`config.mk`:
```
export PLATFORM = sky130hd
export DESIGN_NAME = fixed_model_arithmetic_encoder_unit
export DESIGN_NICKNAME = d
export VERILOG_FILES = /design/src/rtl/fmae_pkg.sv /design/src/rtl/fixed_model_arithmetic_encoder_unit.sv
export VERILOG_INCLUDE_DIRS = /design/src /design/src/rtl
export SDC_FILE = /design/constraint.sdc
export NUM_CORES = 2
export LEC_CHECK = 0
export ABC_CLOCK_PERIOD_IN_PS = 26200
export BUFFER_PORTS_ARGS = -buffer_cell sky130_fd_sc_hd__buf_2
export CAP_MARGIN = 0
export CORE_MARGIN = 2
export CORE_UTILIZATION = 45
export CTS_CLUSTER_SIZE = 30
export DETAILED_ROUTE_END_ITERATION = 16
export GPL_TIMING_DRIVEN = 0
export PLACE_DENSITY = 0.61
export RECOVER_POWER = 100
export SLEW_MARGIN = 0
export SYNTH_ARGS = -nofsm -noshare
export SYNTH_HDL_FRONTEND = slang
export SYNTH_SLANG_ARGS = --single-unit
```
`constraint.sdc`:
```
create_clock -name clk_i -period 26.2 [get_ports clk_i]
set_input_delay 1.31 -clock clk_i [delete_from_list [all_inputs] [get_ports clk_i]]
set_output_delay 1.31 -clock clk_i [all_outputs]
set_load 0.01 [all_outputs]
```
`src/rtl/fixed_model_arithmetic_encoder_unit_assert.svh`:
```
// ----------------------------------------------------------------------------
// Assertion macros for the fixed model arithmetic encoder
// Clocked property checks used at the end of the encoder module.
// ----------------------------------------------------------------------------
`ifndef FIXED_MODEL_ARITHMETIC_ENCODER_UNIT_ASSERT_SVH
`define FIXED_MODEL_ARITHMETIC_ENCODER_UNIT_ASSERT_SVH

// Property checked on every clock edge outside of reset.
`define FMAE_ASSERT(lbl, prop, msg) \
  lbl: assert property (@(posedge clk_i) disable iff (!rst_ni) (prop)) else $error(msg);

// Property checked on every clock edge, reset included.
`define FMAE_ASSERT_ALWAYS(lbl, prop, msg) \
  lbl: assert property (@(posedge clk_i) (prop)) else $error(msg);

`endif

```
`src/rtl/fmae_pkg.sv`:
```
// ----------------------------------------------------------------------------
// fmae_pkg
// Types, constants and the letter model of the fixed model arithmetic encoder.
// ----------------------------------------------------------------------------
package fmae_pkg;

  // Field widths.
  localparam int unsigned LETTER_W = 5;
  localparam int unsigned LOW_W    = 57;
  localparam int unsigned WIDTH_W  = 24;
  localparam int unsigned CNT_W    = 4;
  localparam int unsigned LEN_W    = 6;
  localparam int unsigned CUM_W    = 6;
  localparam int unsigned FREQ_W   = 3;
  localparam int unsigned PROD_W   = CUM_W + WIDTH_W;
  localparam int unsigned CMP_W    = LOW_W + 1;

  // Block and model constants.
  localparam logic [CNT_W-1:0]    BLOCK_LEN   = CNT_W'(10);
  localparam logic [LEN_W-1:0]    MAX_LEN     = LEN_W'(57);
  localparam logic [LETTER_W-1:0] LAST_LETTER = LETTER_W'(25);
  localparam logic [LETTER_W-1:0] FIRST_RARE  = LETTER_W'(6);
  localparam logic [CUM_W-1:0]    COMMON_SPAN = CUM_W'(30);
  localparam logic [FREQ_W-1:0]   FREQ_COMMON = FREQ_W'(5);
  localparam logic [FREQ_W-1:0]   FREQ_RARE   = FREQ_W'(1);

  // Input item.
  typedef struct packed {
    logic [LETTER_W-1:0] letter;
    logic                block_end;
  } in_t;

  // Result item.
  typedef struct packed {
    logic [LOW_W-1:0]   code_bits;
    logic [LEN_W-1:0]   code_length;
    logic [CNT_W-1:0]   block_letters;
    logic [LOW_W-1:0]   interval_low;
    logic [WIDTH_W-1:0] interval_width;
  } out_t;

  // Model entry of one letter.
  typedef struct packed {
    logic [CUM_W-1:0]  cum;
    logic [FREQ_W-1:0] freq;
  } model_t;

  // Sequencer states.
  typedef enum logic [2:0] {
    ST_IDLE,
    ST_LEN,
    ST_INIT,
    ST_DIV,
    ST_DONE
  } state_e;

  // Cumulative count and frequency of a letter; codes past z count as z.
  function automatic model_t letter_model(input logic [LETTER_W-1:0] letter);
    logic [LETTER_W-1:0] idx;
    model_t              m;
    idx = (letter > LAST_LETTER) ? LAST_LETTER : letter;
    if (idx < FIRST_RARE) begin
      m.cum  = CUM_W'(idx) * FREQ_COMMON;
      m.freq = FREQ_COMMON;
    end else begin
      m.cum  = COMMON_SPAN + CUM_W'(idx - FIRST_RARE);
      m.freq = FREQ_RARE;
    end
    return m;
  endfunction

endpackage

```
`src/rtl/fixed_model_arithmetic_encoder_unit.sv`:
```
// ----------------------------------------------------------------------------
// fixed_model_arithmetic_encoder_unit
// Block arithmetic encoder over the letters a to z with a fixed model.
// ----------------------------------------------------------------------------
// Usage:
// Letters arrive on the input channel (in_valid_i / in_ready_o / in_data_i),
// one transfer per letter. Each letter updates the exact interval of the
// block in the cycle of its transfer, so open blocks take one letter a cycle.
// A letter with block_end set, or the tenth letter, closes the block. The
// encoder then drops in_ready_o and runs its one shared 58-bit subtract and
// compare unit: L+1 steps at most to find the code length L, one step for
// the integer part and L steps of restoring division for the code word,
// then hands the result to the output register once that register is free.
// The result leaves on out_valid_o / out_ready_i / out_data_o. The output
// register lets the next block start while a result still waits; a stalled
// receiver holds the encoder only when a second result is ready.
// Reset clears the interval to [0, 1), the letter count to zero and the
// output register to empty; the encoder is ready as soon as reset is released.
// ----------------------------------------------------------------------------
module fixed_model_arithmetic_encoder_unit (
  input  logic          clk_i,
  input  logic          rst_ni,
  input  logic          in_valid_i,
  output logic          in_ready_o,
  input  fmae_pkg::in_t in_data_i,
  output logic          out_valid_o,
  input  logic          out_ready_i,
  output fmae_pkg::out_t out_data_o
);
  import fmae_pkg::*;

  `include "fixed_model_arithmetic_encoder_unit_assert.svh"

  // Sequencer and interval state.
  state_e             state_q, state_d;
  logic [LOW_W-1:0]   low_q, low_d;
  logic [WIDTH_W-1:0] width_q, width_d;
  logic [LOW_W-1:0]   scale_q, scale_d;
  logic [CNT_W-1:0]   count_q, count_d;

  // Length search and division registers.
  logic [CMP_W-1:0]   t_q, t_d;
  logic [LEN_W-1:0]   len_q, len_d;
  logic [LEN_W-1:0]   step_q, step_d;
  logic [LOW_W-1:0]   rem_q, rem_d;
  logic [CMP_W-1:0]   quo_q, quo_d;

  // Output register.
  logic               out_valid_q, out_valid_d;
  out_t               out_q, out_d;

  // Letter update terms.
  model_t             model;
  logic [PROD_W-1:0]  cum_prod;
  logic [CNT_W-1:0]   count_inc;
  logic               in_xfer;
  logic               out_free;

  // Shared subtract and compare unit.
  logic [CMP_W-1:0]   alu_a;
  logic [CMP_W:0]     alu_diff;
  logic               alu_ge;
  logic [CMP_W-1:0]   num;
  logic [CMP_W-1:0]   quo_fix;

  assign in_ready_o  = (state_q == ST_IDLE);
  assign in_xfer     = in_valid_i && in_ready_o;
  assign out_free    = !out_valid_q || out_ready_i;
  assign out_valid_o = out_valid_q;
  assign out_data_o  = out_q;

  // Model lookup and the cumulative term of the low bound.
  assign model     = letter_model(in_data_i.letter);
  assign cum_prod  = PROD_W'(model.cum) * PROD_W'(width_q);
  assign count_inc = count_q + CNT_W'(1);

  // Upper bound numerator; it never exceeds the scale.
  assign num = CMP_W'(low_q) + CMP_W'(width_q);

  // Operand selection for the shared unit; the other operand is the scale.
  always_comb begin
    unique case (state_q)
      ST_LEN:  alu_a = t_q;
      ST_INIT: alu_a = num;
      ST_DIV:  alu_a = {rem_q, 1'b0};
      default: alu_a = t_q;
    endcase
  end

  assign alu_diff = {1'b0, alu_a} - {2'b00, scale_q};
  assign alu_ge   = !alu_diff[CMP_W];

  // An exact hit on the upper bound steps the code word down by one.
  assign quo_fix = ((rem_q == '0) && (quo_q != '0)) ? (quo_q - CMP_W'(1)) : quo_q;

  // Next state, interval update, division steps and result hand-off.
  always_comb begin
    state_d     = state_q;
    low_d       = low_q;
    width_d     = width_q;
    scale_d     = scale_q;
    count_d     = count_q;
    t_d         = t_q;
    len_d       = len_q;
    step_d      = step_q;
    rem_d       = rem_q;
    quo_d       = quo_q;
    out_valid_d = out_valid_q && !out_ready_i;
    out_d       = out_q;

    unique case (state_q)
      ST_IDLE: begin
        if (in_xfer) begin
          low_d   = (low_q << 5) + (low_q << 4) + (low_q << 1) + LOW_W'(cum_prod);
          width_d = WIDTH_W'(width_q * WIDTH_W'(model.freq));
          scale_d = (scale_q << 5) + (scale_q << 4) + (scale_q << 1);
          count_d = count_inc;
          t_d     = CMP_W'(width_d);
          len_d   = '0;
          if (in_data_i.block_end || (count_inc >= BLOCK_LEN)) begin
            state_d = ST_LEN;
          end
        end
      end
      ST_LEN: begin
        if (alu_ge || (len_q == MAX_LEN)) begin
          state_d = ST_INIT;
        end else begin
          t_d   = {t_q[CMP_W-2:0], 1'b0};
          len_d = len_q + LEN_W'(1);
        end
      end
      ST_INIT: begin
        quo_d  = CMP_W'(alu_ge);
        rem_d  = alu_ge ? alu_diff[LOW_W-1:0] : num[LOW_W-1:0];
        step_d = len_q;
        state_d = (len_q == '0) ? ST_DONE : ST_DIV;
      end
      ST_DIV: begin
        quo_d  = {quo_q[CMP_W-2:0], alu_ge};
        rem_d  = alu_ge ? alu_diff[LOW_W-1:0] : alu_a[LOW_W-1:0];
        step_d = step_q - LEN_W'(1);
        if (step_q == LEN_W'(1)) begin
          state_d = ST_DONE;
        end
      end
      ST_DONE: begin
        if (out_free) begin
          out_valid_d          = 1'b1;
          out_d.code_bits      = quo_fix[LOW_W-1:0];
          out_d.code_length    = len_q;
          out_d.block_letters  = count_q;
          out_d.interval_low   = low_q;
          out_d.interval_width = width_q;
          low_d   = '0;
          width_d = WIDTH_W'(1);
          scale_d = LOW_W'(1);
          count_d = '0;
          state_d = ST_IDLE;
        end
      end
      default: state_d = ST_IDLE;
    endcase
  end

  // Control state and interval accumulators.
  always_ff @(posedge clk_i or negedge rst_ni) begin
    if (!rst_ni) begin
      state_q     <= ST_IDLE;
      low_q       <= '0;
      width_q     <= WIDTH_W'(1);
      scale_q     <= LOW_W'(1);
      count_q     <= '0;
      len_q       <= '0;
      out_valid_q <= 1'b0;
    end else begin
      state_q     <= state_d;
      low_q       <= low_d;
      width_q     <= width_d;
      scale_q     <= scale_d;
      count_q     <= count_d;
      len_q       <= len_d;
      out_valid_q <= out_valid_d;
    end
  end

  // Datapath registers without reset.
  always_ff @(posedge clk_i) begin
    t_q    <= t_d;
    step_q <= step_d;
    rem_q  <= rem_d;
    quo_q  <= quo_d;
    out_q  <= out_d;
  end

  // The interval never leaves [0, 1) and never collapses.
  `FMAE_ASSERT(a_interval_inside, (state_q == ST_IDLE) |-> ((CMP_W'(low_q) + CMP_W'(width_q)) <= CMP_W'(scale_q)), "interval exceeds the unit range")
  `FMAE_ASSERT(a_width_nonzero, width_q != '0, "interval width is zero")
  // The division remainder stays below the divisor.
  `FMAE_ASSERT(a_rem_below_scale, (state_q == ST_DIV) |-> (rem_q < scale_q), "remainder not below scale")
  // A closing letter makes the encoder busy in the next cycle.
  `FMAE_ASSERT(a_close_busy, (in_xfer && in_data_i.block_end) |=> !in_ready_o, "closing letter did not start the code pass")
  // The code length never passes the field range.
  `FMAE_ASSERT_ALWAYS(a_len_range, len_q <= MAX_LEN, "code length out of range")

endmodule
```
## Word-level counts from Yosys, hierarchy flattened

Cells that the tools add are included.

- Output and inout bits: 150
- Logic and storage cells: 103
- Input bits: 10
- Register bits: 479

- Reductions and logical operators: 20
- Order comparisons: 3
- $mul: 3
- Mux-type cells: 36
- Eq/ne operators: 12
- Add/sub/neg operators: 13

Operators by type and width:

| cell | number |
|---|---|
| 2-to-1 mux 57 bit | 7 |
| one-hot mux 58 bit (2 select lines) | 3 |
| one-hot mux 57 bit (2 select lines) | 3 |
| adder 57 bit | 4 |
| 2-to-1 mux 58 bit | 2 |
| subtractor 58 x 57 -> 59 bit | 1 |
| adder 57 x 24 -> 58 bit | 1 |
| nonzero test 58 bit | 1 |
| adder 57 x 30 -> 57 bit | 1 |
| logical NOT 57 bit | 1 |
| subtractor 57 x 1 -> 57 bit, second input constant | 1 |
| 2-to-1 mux 24 bit | 2 |
| one-hot mux 24 bit (2 select lines) | 1 |
| multiplier 6 x 24 -> 30 bit | 1 |
| multiplier 24 x 3 -> 24 bit | 1 |
| one-hot mux 6 bit (2 select lines) | 2 |
| 2-to-1 mux 3 bit | 6 |
| one-hot mux 3 bit (5 select lines) | 1 |
| 2-to-1 mux 6 bit | 2 |
| 2-to-1 mux 9 bit | 1 |
| 2-to-1 mux 4 bit | 2 |
| != test 2 bit, second input constant | 4 |
| one-hot mux 4 bit (2 select lines) | 1 |
| adder 5 x 6 -> 6 bit, first input constant | 1 |
| 25 further kinds | 37 |

## Depth between registers and ports, before layout

- Depth after elaboration: 9
- Gate-level depth with buffers: 29
- Mapped depth without buffers: 26

## Least setup slack after synthesis

No wires, ideal clock.

- Path kind: register to register
- Start point: register state_q[2]
- End point: register t_q[0] (enable)
- Buffers on the path: 5
- Data arrival time: 8.521 ns
- Setup time: 0.417 ns
- Slack: 17.262 ns
- Clock period less this slack: 8.938 ns
- Required time: 25.783 ns
- Cell stages (with the launch flop): 21
- Cells stage by stage: dfrtp_1 clkbuf_1 nand2b_1 clkbuf_1 inv_1 clkbuf_1 buf_1 a31oi_1 ha_1 a21oi_1 nor2_1 o41ai_1 o221ai_1 o21ai_1 a21oi_1 o21ai_1 and3_1 buf_4 inv_2 or3_4 nand2_1

- Longest elaborated chain between the ends: 7
- Elaborated cells between the ends (all ways): 13
- Classes of those cells: add/sub (1); eq/ne (5); mux (1); reduce/logical (6)

RTL lines:

| item | line | text |
|---|---|---|
| from (decl) | fixed_model_arithmetic_encoder_unit.sv:35 | `state_e state_q, state_d;` |
| from (signal assigned) | fixed_model_arithmetic_encoder_unit.sv:177 | `state_q <= state_d;` |
| == test 3 x 2 -> 1 bit | fixed_model_arithmetic_encoder_unit.sv:82 | `unique case (state_q)` |
| one-hot mux 58 bit (2 select lines) | fixed_model_arithmetic_encoder_unit.sv:82 |  |
| subtractor 58 x 57 -> 59 bit | fixed_model_arithmetic_encoder_unit.sv:90 | `assign alu_diff = {1'b0, alu_a} - {2'b00, scale_q};` |
| logical NOT 1 bit | fixed_model_arithmetic_encoder_unit.sv:91 | `assign alu_ge = !alu_diff[CMP_W];` |
| logical OR 1 bit | fixed_model_arithmetic_encoder_unit.sv:126 | `if (alu_ge \|\| (len_q == MAX_LEN)) begin` |
| != test 2 bit (no source line) | -- |  |
| AND reduction 3 bit (no source line) * | -- |  |
| to (signal assigned) | fixed_model_arithmetic_encoder_unit.sv:189 | `t_q <= t_d;` |
| to (decl) | fixed_model_arithmetic_encoder_unit.sv:42 | `logic [CMP_W-1:0] t_q, t_d;` |

Mark *: on every way between the ends. The rest lies on a longest branch, timed or not.
A chain may end at the register's enable or synchronous reset.

## Final worst setup path

- Start point: register state_q[2]
- End point: register t_q[51] (enable)

The elaborated chain is that of the path after synthesis.

==> metrics.md <==
| Metric | Value |
|---|---|
| Status | finished with violations |
| Failing checks | max-capacitance violations, max-slew violations |
| FP Rows | roughly 110 |
| Simple-Gate Fraction of Synth Area | 0.156 |
| Clock slew at reported path FFs | ~0.070 ns |
| Post-Layout Inst Area | between 0.04 and 0.05 mm2 |
| Most frequent cells in the layout | 385 x nand2_1, 359 x inv_1, 343 x ha_1 |
| Die X | just over 300 um |
| Clock sinks | between 400 and 500 |
| Post-synthesis xor/xnor area fraction | 0.0599 |
| # hold bufs at CTS | 0 |
| Area fraction in compound gates after synthesis | 0.160 |
| Worst Tran Pin Value | 5.13 ns |
| Register bit count reported by yosys | between 400 and 500 |
| Worst Skew | roughly 0.083 ns |
| Gr usage total | 0.264 |
| Pre-antenna DRT Iters | 9 |
| Post-DP Area | about 0.043 mm2 |
| Fillers | roughly 8,300 |
| WHS | roughly 0.45 ns |
| # IOs | 160 |
| GRT overflow | 0 |
| Gates resized, CTS repair | 0 |
| WL final | about 120,000 um |
| Setup TNS Final | 0 ns |
| Register area share after synthesis | 0.337 |
| Later-pin clock latency in the skew report | just under 0.7 ns |
| Largest family of logic cells by synthesized area | adder cells |
| YS warnings | 0 |
| Crit-path most repeated cell | clkbuf_1 |
| Die area | ~0.092 mm2 |
| Min-delay worst type | reg2reg |
| CP Class | reg2reg |
| Endpoints failing hold | 0 |
| Period utilization | 0.486 |
| Post-CTS setup buffer count | 0 |
| Largest net degree at the start of global routing | between 90 and 100 |
| Min cycle time layout | about 13 ns |
| Core box area | 0.0885 mm2 |
| Synth area leaders | edfxtp_1 24%, fa_1 12%, ha_1 11% |
| WL/cell | 21.5 um |
| Mean Syn Cell Area | 9.64 um2 |
| CTS Root Cell | clkbuf_16 |
| Cell taking the most area after synthesis | edfxtp_1 |
| Commonest non-fill, non-tap cell in the layout | nand2_1 |
| Util after Layout | 0.499 |
| Area growth syn-to-layout | 9.78% |
| CP max FO | 58 |
| Final setup violation count | 0 |
| Number of max-cap violations | 9 |
| Vias | about 32,000 |
| Number of port buffers | roughly 160 |
| Data required, critical path | ~26 ns |
| Via density | 5.76 |
| Drt first-iter violations | ~2,600 |
| First-pass GRT wire length | roughly 190,000 um |
| Critical path's largest stage delay | about 1.7 ns |
| Post-synthesis adder-cell area fraction | 0.228 |
| # diodes | 0 |
| Post-DP HPWL | ~94,000 um |
| Highest clock rate | 78.6 MHz |
| Initial antenna violation count | 4 |
| Arrival time at the worst endpoint | 12.46 ns |
| Initial Utilization | 0.454 |
| Library cells used by synthesis | 102 |
| DIE HEIGHT | 303 um |
| Crit-path cells | clkbuf_1 > nand2b_1 > clkbuf_1 > inv_1 > clkbuf_1 > clkbuf_1 > clkbuf_1 > clkbuf_1 > a31oi_1 > ha_1 > nand3_1 > or3_1 > nor2_1 > nor4b_1 > o21ai_0 > a21oi_1 > o21ai_0 > and3_1 > clkbuf_1 > inv_1 > or3_1 > nand2_1 |
| RSZ-0062 raised after global routing | false |
| Number of synthesized flops with an enable pin | between 300 and 400 |
| Crit end category | register |
| Layout cell share with drive strength beyond 1 | 0.0324 |
| TritonCTS buffer count | 56 |
| Yosys top cell area share | 0.243 |
| Cells after Synth | approximately 4,200 |
| Post-route ant nets | 0 |
| Nets | between 4,000 and 5,000 |
| # DRC | 0 |
| H-tree depth | 2 |
| Mux cell area share after synthesis | 0.00815 |
| CTS tree | yes |
| Slowest CP cell | clkbuf_1 |
| Ys async rst share | 0.317 |
| Final estimated routing congestion in global placement | 0.995 |
| Vias in the first global route | around 32,000 |
| Clock tree buffer depth | 3 |
| Slew Viols, Final | 489 |
| Critical Path Source Type | register |
| Ys flop type | edfxtp_1 |
| Mapped Area | ~0.040 mm2 |
| Max-slew headroom | -2.42 |
-- final cells by class --
class | instances | area, um2 | area share
Buffer | 173 | 653 | 0.0148
Tap cell | 1165 | 1460 | 0.0330
Clock buffer | 63 | 1460 | 0.0330
Multi-Input combinational cell | 3167 | 24600 | 0.556
Timing Repair Buffer | 164 | 626 | 0.0142
Sequential cell | 477 | 13600 | 0.307
Inverter | 360 | 1350 | 0.0306
Clock inverter | 43 | 487 | 0.0110
-- path summary, 6_finish.rpt --
kind	start	to	slack [ns]	depth (start not counted)
worst min register to register	len_q[2]$_DFFE_PN0P_	out_data_o[87]$_DFFE_PP_	0.45	0
worst min-delay path	len_q[2]$_DFFE_PN0P_	out_data_o[87]$_DFFE_PP_	0.45	0
worst max register to register	state_q[2]$_DFFE_PN0P_	t_q[51]$_SDFFCE_PN0P_	13.48	22
min in group asynchronous	rst_ni	scale_q[37]$_DFFE_PN0P_	2.00	1
max in group asynchronous	rst_ni	width_q[6]$_DFFE_PN0P_	18.31	2
worst max-delay path	state_q[2]$_DFFE_PN0P_	t_q[51]$_SDFFCE_PN0P_	13.48	22
-- through the flow --
stage / std cells / setup slack, ns
floorplan: 4177 / 17.26
global placement: 5500 / 12.25
detailed placement: 5506 / 15.99
CTS: 5612 / 16.67
global route: 5612 / 12.78
finish: 5612 / 13.48
-- critical path: cells and delay by family (launching register included) --
family	cells	cell delay, ns
AO/OA/AOI/OAI	4	1.17
adder cells (fa/ha/maj)	1	0.45
buffers and inverters	9	5.99
flip-flops	1	0.36
AND/OR/NAND/NOR	8	3.64
-- per-layer routing --
| layer | vias to the layer above | share of wire | routed length [um] | GRT usage |
|---|---|---|---|---|
| li1 | 15126 | - | - | - |
| met1 | 15833 | 0.44 | 52700 | 0.363 |
| met2 | 1139 | 0.45 | 54600 | 0.424 |
| met4 | 4 | 0.039 | 4680 | 0.0910 |
| met3 | 231 | 0.071 | 8560 | 0.0426 |
| met5 | - | 0.00051 | 61 | 0.00414 |
-- flip-flops by register name, summed over array words and instances, names as in the netlist --
register,flops
rem_q,57
low_q,57
scale_q,57
state_q,3
out_data_o,147
out_valid_o,1
count_q,4
t_q,58
width_q,23
step_q,6
len_q,6
quo_q,58
-- cell usage after synthesis, drive strengths merged, types with 29 or more instances --
cell type,number
a211oi,31
a21o,114
a21oi,252
a22o,30
a31oi,29
and2,161
and3,108
clkbuf,154
dfrtp,149
edfxtp,326
fa,243
ha,343
inv,360
nand2,385
nand3,77
nand4,51
nor2,232
nor2b,48
nor3,56
nor4,31
o21a,32
o21ai,324
o21bai,43
xnor2,169
xor2,106
-- cells by family after synthesis --
logic type               count (synthesis)
XOR/XNOR                               275
buffers and inverters                  533
AO/OA/AOI/OAI                         1020
adder cells (fa/ha/maj)                586
multiplexers                            32
other                                    2
AND/OR/NAND/NOR                       1248
flip-flops                             477
Power is left out: the tool's default activity adds up to more than one toggle a clock period on the data nets, which glitch-free logic cannot reach.
